**config.mk**
```make
export PLATFORM = sky130hd
export DESIGN_NAME = pngdf_ram
export DESIGN_NICKNAME = d
export VERILOG_FILES = /design/src/sv/pngdf_ram.sv
export SDC_FILE = /design/constraint.sdc
export NUM_CORES = 2
export LEC_CHECK = 0
export ABC_AREA = 1
export BUFFER_PORTS_ARGS = -buffer_cell sky130_fd_sc_hd__buf_2
export CAP_MARGIN = 30
export CORE_MARGIN = 1.5
export CORE_UTILIZATION = 57
export DETAILED_ROUTE_END_ITERATION = 8
export PLACE_DENSITY = 0.73
export RECOVER_POWER = 100
export SYNTH_ARGS = -nofsm -noshare
export SYNTH_HDL_FRONTEND = slang
export SYNTH_SLANG_ARGS = --single-unit
```
**constraint.sdc**
```tcl
create_clock -name clk -period 1.8 [get_ports clk]
set_input_delay 0.27 -clock clk [delete_from_list [all_inputs] [get_ports clk]]
set_output_delay 0.27 -clock clk [all_outputs]
set_load 0.01 [all_outputs]
```
**src/sv/pngdf_ram.sv**
```systemverilog
// Generic single-port-write, single-port-read RAM with registered read data.
module pngdf_ram #(
    parameter int WIDTH = 8,
    parameter int DEPTH = 256
) (
    input  logic                     clk,
    input  logic                     we,
    input  logic [$clog2(DEPTH)-1:0] waddr,
    input  logic [WIDTH-1:0]         wdata,
    input  logic [$clog2(DEPTH)-1:0] raddr,
    output logic [WIDTH-1:0]         rdata
);
    logic [WIDTH-1:0] mem [DEPTH];

    always_ff @(posedge clk)
    begin
        if (we)
        begin
            mem[waddr] <= wdata;
        end
        rdata <= mem[raddr];
    end
endmodule

```
After elaboration in Yosys (flattened, before gate mapping)
Memories as Yosys holds them, arrays and structs flattened. A register that Yosys moved wholly into a read port is not among the register bits. Cells that the tools add are included.

Register bits: 0. Memory bits (writable): 2048. Input port bits: 26. Output and inout port bits: 8. Word-level logic and storage cells: 3. Memories kept: 1.

Memory list: mem (depth 256, width 8, read ports 1, clocked after Yosys merged registers in 1, write ports 1, line 13) `logic [WIDTH-1:0] mem [DEPTH];`.

Multiplexer cells: 2.

Operators with widths (count): $mux 1 (2).

Logic depth before layout (Yosys ltp)
Depth in word-level cells: 2. Depth in mapped cells: 15. Gate-level depth less buffers: 11.

Least setup slack after synthesis
No wires, ideal clock.

Path kind: input -> register. Start: in we. End: mem mem[162][0], enable pin. Setup time: 0.370 ns. Arrival time: 1.391 ns. Required time: 1.430 ns. Path slack: 0.039 ns. Stages on the path: 4. Path buffers: 2. Path through: clkbuf_1 -> nand3_1 -> clkbuf_1 -> nor2_1.

Word-level cells in the longest chain between the ends: 2.

RTL lines: from (decl) (line 7) `input logic we,`; $mux 1 (line 17) `if (we)`; $mux 1 (not written as such) (line 19) `mem[waddr] <= wdata;`; to (decl) (line 13).

Every way passes these cells.

Worst setup path in the final report
Start: in wdata[4]. End: mem mem[187][4], data pin.

RTL lines: from (decl) (line 9) `input logic [WIDTH-1:0] wdata,`.

Straight into the memory's write port.

==> results by group <==
Outcome
  • Failing checks: max-capacitance violations, max-slew violations, negative setup slack
  • Run status: finished, violations left

Synthesis
  • Most frequent cells after synthesis: 2123 x nand2_1, 2048 x edfxtp_1, 2019 x nand3_1
  • EDFF count, synth: 2048
  • Synthesized Nets: ~7.0k
  • Avg Cell Area, Syn: 11.9 um2
  • Yosys cell types: 14
  • Post-Syn Area: between 80000 and 90000 um2
  • Top FF cell, synth: edfxtp_1
  • Area contributors post-synth: edfxtp_1 74%, nand3_1 12%, nand2_1 9.6%
  • Largest area contributor in the netlist: edfxtp_1
  • Seq cells post-synth: approximately 2.1k
  • Sequential fraction of the synthesis area: 73.9%
  • Post-Synthesis Cells: ~7k
  • Dominant cell by count in the synthesized netlist: nand2_1
  • Ys async rst share: 0%
  • Syn. warnings: 0
  • Synth top area share: between 70 and 80%

Placement
  • IO Port Bufs: 33
  • Placer Congestion: 0.909
  • DP HPWL: between 100000 and 150000 um

Final layout
  • FF+latch area: just over 60000 um2
  • Multi-input gate area: ~19000 um2
  • Area Overhead vs Synth: 15.0%
  • Layout cells sized above 1: a little over a tenth
  • Final Core Density: between 60% and 70%
  • Fillers: slightly above 10k
  • Total Nets Final: between 7k and 8k

Pwr
  • PwrDens: ~1100 nW/um2
  • Clock share of power: approximately two fifths
  • Net Sw Frac: 22.2%
  • Switching Power: about 23000 uW
  • Combinational share of power: slightly below 7%
  • Int Pwr: ~79000 uW
  • Maximum VDD drop: 1.00 mV
  • Lkg Pwr: 0.0340 uW
  • Flop pwr share: 52.0%

Detailed routing
  • TritonRoute pass-1 iters: 6
  • Remaining DRCs: 0
  • DR vias/cell: between 6 and 7
  • Wire per inst: 24.2 um
  • Vias: 58.5k
  • Initial DRC count: approximately 8.8k
  • Final antenna-violating net count: 0
  • Total wire length: approximately 230000 um

Timing
  • Worst-Margin Slew: roughly 1.5 ns
  • Hold Violations, Final: 0
  • Relative slew slack: -1.74%
  • Final slew viol count: 44
  • RSZ-0062 raised after global routing: no
  • # setup viols final: 5
  • Final WS setup: -0.00538 ns
  • Setup TNS: -0.0245 ns
  • Layout Skew: between 0.03 and 0.04 ns
  • Tmin final: approximately 1.8 ns
  • Crit share post-route: 100%
  • F_max: roughly 0.55 GHz

CTS
  • Post-CTS setup buffer count: 0
  • H-tree levels: 4
  • CTS tree: done
  • TritonCTS Buffers: between 150 and 200
  • Worst skew pair latency: slightly above 0.8 ns
  • Clk buf depth: 3
  • Clk slew on worst S/H paths: approximately 0.06 ns
  • CTS root buffer: clkbuf_16
  • Clock sink count: ~2.1k

Setup path
  • CP max-delay cell: clkbuf_2
  • Worst setup path start: wdata[4]
  • Worst endpoint required time: roughly 2.4 ns
  • Crit-path max cell delay: approximately 1.0 ns
  • CP startpoint kind: primary input
  • RR Startpoint: mem[247][1]
  • Crit Path Class: in2reg
  • Critical path arrival: ~2.4 ns
  • Worst-path maximum fanout: between 40 and 50
  • Delay-heaviest family, CP: buffers and inverters
  • CP Buf/Inv Count: 3
  • CP endpoint kind: register
  • CP Cell Sequence: dlygate4sd3_1, clkbuf_2, buf_6

Job
  • Max cap viols: 1

GRT
  • Vias in the first global route: about 56k
  • Antenna violations before repair: 14
  • Largest net degree at the start of global routing: roughly 80
  • Grt total ovfl: 0
  • Gr usage total: between 30% and 40%
  • First-pass GRT wire length: between 300000 and 400000 um

Worst hold path
  • Hold Path Class: in2reg
  • Hold_sp: raddr[5]

Floorplanning
  • Die Width: a little under 400 um
  • Rows: 140
  • Starting density of the core: between 50% and 60%
  • Full die area: around 150000 um2
  • Io pins: 34
  • CORE AREA: 145000 um2
  • Chip height: between 300 and 400 um
final timing paths:
path | end | slack (ns) | cells past startpoint
max | mem[187][4] | -0.005 | 3
min reg2reg | rdata[1] | 0.98 | 10
max reg2reg | rdata[1] | 0.04 | 11
min | rdata[5] | 0.16 | 6
power by group through the flow:
stage          Combinational, uW  Clock, uW  Sequential [uW]
2_1_floorplan               3260          0            53800
3_3_place_gp                6670          0            53800
3_5_place_dp                6790          0            53800
4_1_cts                     6870      42000            52800
5_1_grt                     7310      43800            52800
6_report                    6880      41900            52800
kinds of logic after synthesis:
group / Yosys count / synth area share (%)
buf+inv: 522 / 3.12
flops: 2056 / 73.9
simple gates: 4425 / 22.9
flip-flops by register name, summed over array words and instances (netlist names):
register	count
mem	2048
rdata	8
routing by layer:
| metal | up-vias | share of wire [%] | global-route usage, % |
|---|---|---|---|
| li1 | 25800 | - | - |
| met1 | 28300 | 37 | 42.9 |
| met2 | 3826 | 46 | 48.5 |
| met3 | 573 | 13 | 7.89 |
| met4 | 16 | 3.7 | 11.2 |
| met5 | - | 0.041 | 0 |
layout by cell type, fill, tap and decap left out, drive strengths merged, types with 8 or more instances in the layout:
cell         instances
inv                 45
clkinv              78
nand2             2123
buf                383
clkbuf             585
nor2               283
dfxtp                8
edfxtp            2048
bufinv              26
dlygate4sd3          9
nand3             2019
final cells by class:
| cell class | count | share of cell area, % |
|---|---|---|
| multi-input cells | 4425 | 20.0 |
| flip-flops and latches | 2056 | 64.3 |
| well taps | 1917 | 2.50 |
| inverters | 39 | 0.188 |
| repair buffers | 734 | 6.20 |
| clock buffers | 243 | 5.42 |
| diodes | 6 | 0.0156 |
| clock inverters | 116 | 1.37 |
stage by stage:
step           worst slack (ns)  cell area, um2  std cells  hold WS [ns]  power (uW)
2_1_floorplan            0.0385           83400       7003         0.369       57100
3_3_place_gp             -0.705           90800       9162         0.577       60500
3_5_place_dp             -0.739           90800       9162         0.577       60600
4_1_cts                 0.00182           97400       9530        0.0781      102000
5_1_grt                 0.00184           95900       9530         0.155      104000
6_report               -0.00538           95900       9536         0.159      102000
worst register-to-register path, stage by stage (launching register included):
cell and delay (ns):
edfxtp_1 0.37, nand2_1 0.08, nand3_1 0.09, nand3_1 0.13
nand3_1 0.12, nand3_1 0.15, nand3_1 0.10, buf_4 0.17
nand3_1 0.07, nand2_1 0.10, nand2_1 0.18, nand2_1 0.08
what timing repair did:
item,in CTS,in global routing
endpoints found under the hold margin,269,0
gates resized for setup,4,15
endpoints found under the setup margin,4,5
hold buffers,9,0
(Power assumes the default switching activity.)
